`src/rtl/i2cram_pkg.sv`:
```
`timescale 1ns / 1ps

package i2cram_pkg;

    // operation codes on the input channel
    localparam logic [1:0] OP_TICK  = 2'd0;
    localparam logic [1:0] OP_WRITE = 2'd1;
    localparam logic [1:0] OP_READ  = 2'd2;

    // phase encoding: {segment, sub-phase}, idle is the all-ones code
    localparam logic [5:0]  PH_IDLE      = 6'd63;
    localparam logic [2:0]  BIT_FIRST    = 3'd7;
    localparam logic [15:0] SETTLE_RESET = 16'd10000;

    // kind of line activity a segment performs
    typedef enum logic [3:0] {
        K_START  = 4'd0,
        K_DEV    = 4'd1,
        K_REG    = 4'd2,
        K_DATA   = 4'd3,
        K_DEVR   = 4'd4,
        K_ACK    = 4'd5,
        K_READ   = 4'd6,
        K_NOACK  = 4'd7,
        K_STOP   = 4'd8,
        K_SETTLE = 4'd9
    } t_kind;

    // one tick worth of input
    typedef struct packed {
        logic [1:0] operation;
        logic [7:0] device_address;
        logic [7:0] register_address;
        logic [7:0] write_data;
        logic       line_in;
    } t_tick;

    // one tick worth of result
    typedef struct packed {
        logic       clock_line;
        logic       data_line;
        logic       busy_res;
        logic       done_res;
        logic [7:0] read_data;
    } t_result;

    // segment sequence of a register write and of a register read
    function automatic t_kind kind_of(input logic [3:0] seg, input logic is_read);
        t_kind k;
        k = K_SETTLE;
        if (is_read) begin
            unique case (seg)
                4'd0:    k = K_START;
                4'd1:    k = K_DEV;
                4'd2:    k = K_ACK;
                4'd3:    k = K_REG;
                4'd4:    k = K_ACK;
                4'd5:    k = K_START;
                4'd6:    k = K_DEVR;
                4'd7:    k = K_ACK;
                4'd8:    k = K_READ;
                4'd9:    k = K_NOACK;
                4'd10:   k = K_STOP;
                default: k = K_SETTLE;
            endcase
        end else begin
            unique case (seg)
                4'd0:    k = K_START;
                4'd1:    k = K_DEV;
                4'd2:    k = K_ACK;
                4'd3:    k = K_REG;
                4'd4:    k = K_ACK;
                4'd5:    k = K_DATA;
                4'd6:    k = K_ACK;
                4'd7:    k = K_STOP;
                default: k = K_SETTLE;
            endcase
        end
        return k;
    endfunction

endpackage

```
`src/rtl/i2c_register_access_master.sv`:
```
`timescale 1ns / 1ps

// I2C register access master. Each item on the input channel is one line-phase
// tick; it produces exactly one result item carrying the clock and data line
// levels for that tick, busy and done status, and the last byte read. An item
// is accepted every clock cycle as long as the output register is free or is
// being emptied in the same cycle, so the sustained rate is one tick per clock
// through the result register. An operation code of write or read given while
// idle latches the operands and drives the first line phase on that same tick;
// operations seen while busy are ignored. The settle_ticks register sets how
// many busy ticks follow the stop of a write. The user must write it through
// its own channel only while the block is idle; the block does not enforce it.
module i2c_register_access_master (
    input  logic        i_clk,
    input  logic        i_rst_n,
    // input ticks
    input  logic        i_in_valid,
    output logic        o_in_ready,
    input  logic [1:0]  i_operation,
    input  logic [7:0]  i_device_address,
    input  logic [7:0]  i_register_address,
    input  logic [7:0]  i_write_data,
    input  logic        i_line_in,
    // results
    output logic        o_out_valid,
    input  logic        i_out_ready,
    output logic        o_clock_line,
    output logic        o_data_line,
    output logic        o_busy_res,
    output logic        o_done_res,
    output logic [7:0]  o_read_data,
    // settle_ticks register write
    input  logic        i_cfg_valid,
    output logic        o_cfg_ready,
    input  logic [15:0] i_cfg_data
);
    import i2cram_pkg::*;

    logic        r_out_valid;
    t_result     r_out;
    logic [15:0] r_settle_ticks;
    logic        in_accept;
    t_tick       tick;
    t_result     step_result;

    // accept a tick whenever the result register can take its result
    assign o_in_ready  = !r_out_valid || i_out_ready;
    assign in_accept   = i_in_valid && o_in_ready;
    assign o_cfg_ready = 1'b1;

    assign tick.operation        = i_operation;
    assign tick.device_address   = i_device_address;
    assign tick.register_address = i_register_address;
    assign tick.write_data       = i_write_data;
    assign tick.line_in          = i_line_in;

    i2cram_core u_core (
        .i_clk          (i_clk),
        .i_rst_n        (i_rst_n),
        .i_step         (in_accept),
        .i_tick         (tick),
        .i_settle_ticks (r_settle_ticks),
        .o_result       (step_result)
    );

    // settle length register
    always_ff @(posedge i_clk) begin
        if (!i_rst_n) begin
            r_settle_ticks <= SETTLE_RESET;
        end else if (i_cfg_valid) begin
            r_settle_ticks <= i_cfg_data;
        end
    end

    // result register
    always_ff @(posedge i_clk) begin
        if (!i_rst_n) begin
            r_out_valid <= 1'b0;
        end else if (in_accept) begin
            r_out_valid <= 1'b1;
        end else if (i_out_ready) begin
            r_out_valid <= 1'b0;
        end
    end

    always_ff @(posedge i_clk) begin
        if (in_accept) begin
            r_out <= step_result;
        end
    end

    assign o_out_valid  = r_out_valid;
    assign o_clock_line = r_out.clock_line;
    assign o_data_line  = r_out.data_line;
    assign o_busy_res   = r_out.busy_res;
    assign o_done_res   = r_out.done_res;
    assign o_read_data  = r_out.read_data;

`ifndef SYNTH
    // done and busy never show together
    a_done_not_busy: assert property (@(posedge i_clk) disable iff (!i_rst_n)
        (r_out_valid && r_out.done_res) |-> !r_out.busy_res)
        else $error("done result while busy");

    // a pending result that is not taken blocks the next tick
    a_no_overwrite: assert property (@(posedge i_clk) disable iff (!i_rst_n)
        (r_out_valid && !i_out_ready) |-> !in_accept)
        else $error("result register overwritten before it was taken");

    // a done pulse lasts a single result
    a_done_pulse: assert property (@(posedge i_clk) disable iff (!i_rst_n)
        (in_accept && step_result.done_res) |=> !(in_accept && step_result.done_res))
        else $error("done held for more than one tick");
`endif

endmodule

```
`src/rtl/i2cram_core.sv`:
```
`timescale 1ns / 1ps

module i2cram_core (
    input  logic                 i_clk,
    input  logic                 i_rst_n,
    input  logic                 i_step,
    input  i2cram_pkg::t_tick    i_tick,
    input  logic [15:0]          i_settle_ticks,
    output i2cram_pkg::t_result  o_result
);
    import i2cram_pkg::*;

    logic [5:0]  r_phase, n_phase;
    logic [2:0]  r_bit_count, n_bit_count;
    logic [7:0]  r_shift_byte, n_shift_byte;
    logic [7:0]  r_held_device, n_held_device;
    logic [7:0]  r_held_register, n_held_register;
    logic [7:0]  r_held_data, n_held_data;
    logic        r_is_read, n_is_read;
    logic [15:0] r_settle_count, n_settle_count;
    logic [7:0]  r_last_read, n_last_read;

    logic        start_op;
    logic [5:0]  a_phase;
    logic [2:0]  a_bit_count;
    logic [3:0]  seg;
    logic [1:0]  sub;
    logic [3:0]  nxt_seg;
    t_kind       kind;
    t_kind       nxt_kind;
    logic        do_enter;

    // a new transaction is latched while idle, and its first phase runs this tick
    assign start_op = (r_phase == PH_IDLE)
                      && ((i_tick.operation == OP_WRITE) || (i_tick.operation == OP_READ));

    assign a_phase         = start_op ? 6'd0 : r_phase;
    assign a_bit_count     = start_op ? BIT_FIRST : r_bit_count;
    assign n_held_device   = start_op ? i_tick.device_address : r_held_device;
    assign n_held_register = start_op ? i_tick.register_address : r_held_register;
    assign n_held_data     = start_op ? i_tick.write_data : r_held_data;
    assign n_is_read       = start_op ? (i_tick.operation == OP_READ) : r_is_read;

    assign seg      = a_phase[5:2];
    assign sub      = a_phase[1:0];
    assign nxt_seg  = 4'(seg + 4'd1);
    assign kind     = kind_of(seg, n_is_read);
    assign nxt_kind = kind_of(nxt_seg, n_is_read);

    // next state
    always_comb begin
        n_phase        = a_phase;
        n_bit_count    = a_bit_count;
        n_shift_byte   = r_shift_byte;
        n_settle_count = r_settle_count;
        n_last_read    = r_last_read;
        do_enter       = 1'b0;
        if (a_phase != PH_IDLE) begin
            unique case (kind)
                K_START: begin
                    if (sub == 2'd0) n_phase = 6'(a_phase + 6'd1);
                    else do_enter = 1'b1;
                end
                K_DEV, K_REG, K_DATA, K_DEVR: begin
                    if (sub == 2'd0) begin
                        n_phase = 6'(a_phase + 6'd1);
                    end else begin
                        n_shift_byte = {r_shift_byte[6:0], 1'b0};
                        if (a_bit_count == 3'd0) begin
                            do_enter = 1'b1;
                        end else begin
                            n_bit_count = 3'(a_bit_count - 3'd1);
                            n_phase     = {seg, 2'b00};
                        end
                    end
                end
                K_ACK: begin
                    if (sub == 2'd0) n_phase = 6'(a_phase + 6'd1);
                    else if (sub == 2'd1) begin
                        if (!i_tick.line_in) n_phase = 6'(a_phase + 6'd1);
                    end else do_enter = 1'b1;
                end
                K_READ: begin
                    if (sub == 2'd0) begin
                        n_shift_byte = {r_shift_byte[6:0], i_tick.line_in};
                        n_phase      = 6'(a_phase + 6'd1);
                    end else if (a_bit_count == 3'd0) begin
                        n_last_read = r_shift_byte;
                        do_enter    = 1'b1;
                    end else begin
                        n_bit_count = 3'(a_bit_count - 3'd1);
                        n_phase     = {seg, 2'b00};
                    end
                end
                K_NOACK: begin
                    if (sub == 2'd0) n_phase = 6'(a_phase + 6'd1);
                    else do_enter = 1'b1;
                end
                K_STOP: begin
                    if (sub != 2'd2 && sub != 2'd3) n_phase = 6'(a_phase + 6'd1);
                    else do_enter = 1'b1;
                end
                default: begin
                    if (r_settle_count == 16'd0) n_phase = PH_IDLE;
                    else n_settle_count = 16'(r_settle_count - 16'd1);
                end
            endcase
        end

        // move on to the next segment and preload what it needs
        if (do_enter) begin
            n_phase     = {nxt_seg, 2'b00};
            n_bit_count = BIT_FIRST;
            unique case (nxt_kind)
                K_DEV:    n_shift_byte = r_held_device;
                K_REG:    n_shift_byte = r_held_register;
                K_DATA:   n_shift_byte = r_held_data;
                K_DEVR:   n_shift_byte = r_held_device | 8'h01;
                K_READ:   n_shift_byte = 8'h00;
                K_SETTLE: n_settle_count = n_is_read ? 16'd0 : i_settle_ticks;
                default:  n_shift_byte = n_shift_byte;
            endcase
        end
    end

    // line levels and status for this tick
    always_comb begin
        o_result.clock_line = 1'b1;
        o_result.data_line  = 1'b1;
        o_result.busy_res   = 1'b0;
        o_result.done_res   = 1'b0;
        o_result.read_data  = n_last_read;
        if (a_phase != PH_IDLE) begin
            o_result.busy_res = 1'b1;
            unique case (kind)
                K_START: begin
                    o_result.data_line = (sub == 2'd0);
                end
                K_DEV, K_REG, K_DATA, K_DEVR: begin
                    o_result.data_line  = r_shift_byte[7];
                    o_result.clock_line = (sub != 2'd0);
                end
                K_ACK: begin
                    o_result.clock_line = (sub == 2'd1);
                end
                K_READ: begin
                    o_result.clock_line = (sub == 2'd0);
                end
                K_NOACK: begin
                    o_result.clock_line = (sub != 2'd0);
                end
                K_STOP: begin
                    o_result.clock_line = (sub != 2'd0);
                    o_result.data_line  = (sub != 2'd0) && (sub != 2'd1);
                end
                default: begin
                    if (r_settle_count == 16'd0) begin
                        o_result.busy_res = 1'b0;
                        o_result.done_res = 1'b1;
                    end
                end
            endcase
        end
    end

    // state registers, advanced once per accepted tick
    always_ff @(posedge i_clk) begin
        if (!i_rst_n) begin
            r_phase         <= PH_IDLE;
            r_bit_count     <= 3'd0;
            r_shift_byte    <= 8'h00;
            r_held_device   <= 8'h00;
            r_held_register <= 8'h00;
            r_held_data     <= 8'h00;
            r_is_read       <= 1'b0;
            r_settle_count  <= 16'd0;
            r_last_read     <= 8'h00;
        end else if (i_step) begin
            r_phase         <= n_phase;
            r_bit_count     <= n_bit_count;
            r_shift_byte    <= n_shift_byte;
            r_held_device   <= n_held_device;
            r_held_register <= n_held_register;
            r_held_data     <= n_held_data;
            r_is_read       <= n_is_read;
            r_settle_count  <= n_settle_count;
            r_last_read     <= n_last_read;
        end
    end

`ifndef SYNTH
    // sub-phase three is never used by any segment
    a_sub_range: assert property (@(posedge i_clk) disable iff (!i_rst_n)
        (r_phase != PH_IDLE) |-> (r_phase[1:0] != 2'd3))
        else $error("phase reached unused sub-phase");

    // an item without a write or read operation while idle leaves the block idle
    a_idle_hold: assert property (@(posedge i_clk) disable iff (!i_rst_n)
        (i_step && (r_phase == PH_IDLE) && !start_op) |=> (r_phase == PH_IDLE))
        else $error("idle block left idle without an operation");

    // the done tick returns the sequencer to idle
    a_done_idle: assert property (@(posedge i_clk) disable iff (!i_rst_n)
        (i_step && o_result.done_res) |=> (r_phase == PH_IDLE))
        else $error("done tick did not return to idle");

    // a started transaction is busy on its first tick
    a_start_busy: assert property (@(posedge i_clk) disable iff (!i_rst_n)
        start_op |-> (o_result.busy_res && !o_result.done_res))
        else $error("new transaction not busy on its first tick");
`endif

endmodule

```
`config.mk`:
```
export PLATFORM = sky130hd
export DESIGN_NAME = i2c_register_access_master
export DESIGN_NICKNAME = d
export VERILOG_FILES = /design/src/rtl/i2cram_pkg.sv /design/src/rtl/i2c_register_access_master.sv /design/src/rtl/i2cram_core.sv
export SDC_FILE = /design/constraint.sdc
export NUM_CORES = 1
export LEC_CHECK = 0
export CAP_MARGIN = 20
export CORE_ASPECT_RATIO = 0.5
export CORE_MARGIN = 4
export CORE_UTILIZATION = 53
export CTS_BUF_LIST = sky130_fd_sc_hd__clkbuf_4 sky130_fd_sc_hd__clkbuf_8
export DETAILED_ROUTE_END_ITERATION = 6
export DONT_BUFFER_PORTS = 1
export PLACE_DENSITY = 0.68
export SYNTH_ARGS = -nofsm -noshare
export SYNTH_HDL_FRONTEND = slang
export SYNTH_HIERARCHICAL = 1
export SYNTH_SLANG_ARGS = --single-unit
```
`constraint.sdc`:
```
create_clock -name i_clk -period 12.1 [get_ports i_clk]
set_input_delay 3.025 -clock i_clk [delete_from_list [all_inputs] [get_ports i_clk]]
set_output_delay 3.025 -clock i_clk [all_outputs]
set_load 0.01 [all_outputs]
```
==> impl_metrics.tcl <==
set metrics [dict create \
    utilization_pct 56.27 \
    dieArea_um2 12280 \
    synth_top_area_cell "dfxtp_1" \
    p_sw_uw 813.8 \
    pwr-share-comb_pct 59.0 \
    start_util_pct 54.36 \
    postSynthCellCount 658 \
    synth_area_um2 5553 \
    grt.total_usage_pct 23.83 \
    wl_um 14620 \
    r2r_cells 10 \
    clk_latency_ns 0.38 \
    grt_max_degree 56 \
    fin_crit_sh_pct 51.73 \
    placementRows 26 \
    tns_ns 0 \
    r2r_slack_ns 7.60 \
    slew_violations 0 \
    grt_pass1_wl_um 23400 \
    post-cts-setup-buffer-count 0 \
    synth_top_cell_area_share_pct 29.92 \
    die_h_um 80.38 \
    seq_area_frac_synth_pct 36.41 \
    io_buffers 0 \
    vias 4968 \
    finalNonFillerCells 774 \
    first_global_vias 4332 \
    antenna_left 0 \
    ys_ff_latch 95 \
    path_max_fanout 20 \
    synth_cell_types 78 \
    cts-root-buf "clkbuf_8" \
    cellPowerDensity_nw_per_um2 284.0 \
    startpoint "i_operation[0]" \
    final_nets 689 \
    cp.required_ns 12.42 \
    cp-end-kind "flop" \
    p_leak_nw 2.177 \
    crit_end "u_core/r_settle_count[15]" \
    gp_congestion 0.9418 \
    worstReg2RegEnd "u_core/r_settle_count[15]" \
    placedCellCount 758 \
    fp.dieW_um 152.8 \
    diodes 0 \
    setup_viol 0 \
    finalHoldViolations 0 \
    clock_path_buffers 2 \
    hp-class "flop to flop" \
    syn_to_final_growth_pct 3.515 \
    cts_hold_buf 0 \
    cts.clk_slew.worst_paths_ns 0.11 \
    internal_power_uw 818.6 \
    max-cap-violations 0 \
    wire_per_inst_um 18.89 \
    drtIter0Drc 559 \
    core_area_um2 10210 \
    seq_power_share_pct 28.1 \
    cts_buffers 9 \
    rsz0062_at_grt "false" \
    yosysWarnings 6 \
    drtPass1Iterations 5 \
    worst_slew_pin_slew_ns 0.9975 \
    syn-num-nets 718 \
    syn_avg_cell_area_um2 8.439 \
    overflow 0 \
    fin_crit_ns 6.260 \
    yosysMostFrequentCell "nand2_1" \
    ir_drop_mv 0.1279 \
    startpoint_type "input pin" \
    cts-htree-levels 3 \
    fmax_ghz 0.1598 \
    layout-drive-gt1-share_pct 8.517 \
    drc 0 \
    synthArstFlopShare_pct 0 \
    cts_tree "yes" \
    status "completed" \
    avgViaCountPerCell 6.419 \
    relSlewSlack_pct 32.95 \
    pin_count 63 \
    swShare_pct 49.85 \
    pwr-share-clk_pct 12.9 \
    ctsResizeCount 0 \
    synthTopCellsByArea "dfxtp_1, edfxtp_1, nand2_1, mux2i_1, a21oi_1" \
    synthTopCellsByCount "nand2_1, dfxtp_1, a21oi_1, nor2_1, o21ai_0" \
    path_class "input pin to flop" \
    antenna_found_initial 0 \
    synth-edff-count 12 \
    r2r-start "u_core/r_phase[2]" \
    synth_flop_cell "dfxtp_1" \
    cts_sinks 95 \
    hpwl_um 10220 \
    crit_arrival_ns 6.58 \
    fillers 994 \
    fin_worst_skew_ns 0.01416 \
]
-- worst max-delay path: stages --
cell and delay [ns]:
inv_1 0.02, ha_1 0.28, and3b_1 0.42, nand3_1 0.19
a311oi_2 0.64, nand2_1 0.17, a31oi_1 0.35, o211a_1 0.66
and3_1 0.58, a221o_2 0.23
-- per-stage QoR --
step           worst slack, ns  hold slack (ns)  area [µm²]  total power [mW]
2_1_floorplan            5.874           0.4329        5553             1.188
3_3_place_gp             5.668           0.4383        5552             1.396
3_5_place_dp             5.555           0.4457        5552             1.398
4_1_cts                  5.863           0.4610        5748             1.611
5_1_grt                  5.550           0.4748        5748             1.754
6_report                 5.840           0.4576        5748             1.632
-- final cells by class --
type	instances	area [µm²]	area share [%]
Inverter	21	78.83	1.371
Clock buffer	9	123.9	2.155
Sequential cell	95	2022	35.18
Timing Repair Buffer	5	37.54	0.6530
Multi-Input combinational cell	497	3238	56.33
Clock inverter	7	72.57	1.263
Tap cell	140	175.2	3.047
-- registers in the layout (all words and copies together) (netlist names) --
name                    flops
u_core/r_shift_byte         8
u_core/r_last_read          8
u_core/r_held_register      8
o_out_valid                 1
r_settle_ticks             16
u_core/r_held_data          8
o_done_res                  1
o_busy_res                  1
u_core/r_phase              6
u_core/r_settle_count      16
o_data_line                 1
o_read_data                 8
u_core/r_bit_count          3
u_core/r_held_device        8
o_clock_line                1
u_core/r_is_read            1
-- logic make-up (layout without fill, tap and decap cells) --
kind of cell	after synthesis	after routing	synth area share (%)
buf+inv	66	42	5.295
flops	95	95	36.41
compound gates	188	188	24.25
fa+ha+maj	13	13	2.884
mux	45	45	8.472
xor+xnor	2	2	0.3155
simple gates	248	248	22.31
other cells	1	1	0.06753
-- power by group through the flow --
stage / logic (mW) / clock network (mW) / registers (mW)
4_1_cts: 0.939 / 0.215 / 0.457
3_5_place_dp: 0.933 / 0 / 0.464
5_1_grt: 1.06 / 0.228 / 0.469
6_report: 0.962 / 0.211 / 0.459
3_3_place_gp: 0.933 / 0 / 0.463
2_1_floorplan: 0.767 / 0 / 0.421
-- cells in the final DEF, fill, tap and decap left out, types with 16 or more instances in the layout --
cell	instances
dfxtp_1	83
nor2_1	41
a21oi_1	43
nand2_1	91
o21ai_0	30
nor3_1	21
mux2i_1	29
mux2_2	16
inv_1	20
nor2b_1	16
-- layer usage --
metal / part of all wire, % / GRT usage, %
met4: 1.1 / 5.600
met1: 50 / 36.04
met3: 8.6 / 6.028
met2: 41 / 33.61
met5: 0 / 0
-- worst min-delay path by stage --
stage | startpoint | end | cells after the start
after floorplan | u_core/r_held_register[1] | u_core/r_held_register[1] | 2
after global placement | u_core/r_held_register[1] | u_core/r_held_register[1] | 2
after detailed placement | u_core/r_held_data[3] | u_core/r_held_data[3] | 2
after CTS | u_core/r_held_register[5] | u_core/r_held_register[5] | 2
after global routing | u_core/r_held_register[4] | u_core/r_held_register[4] | 2
final | u_core/r_held_data[3] | u_core/r_held_data[3] | 2
(Power assumes the default switching activity.)
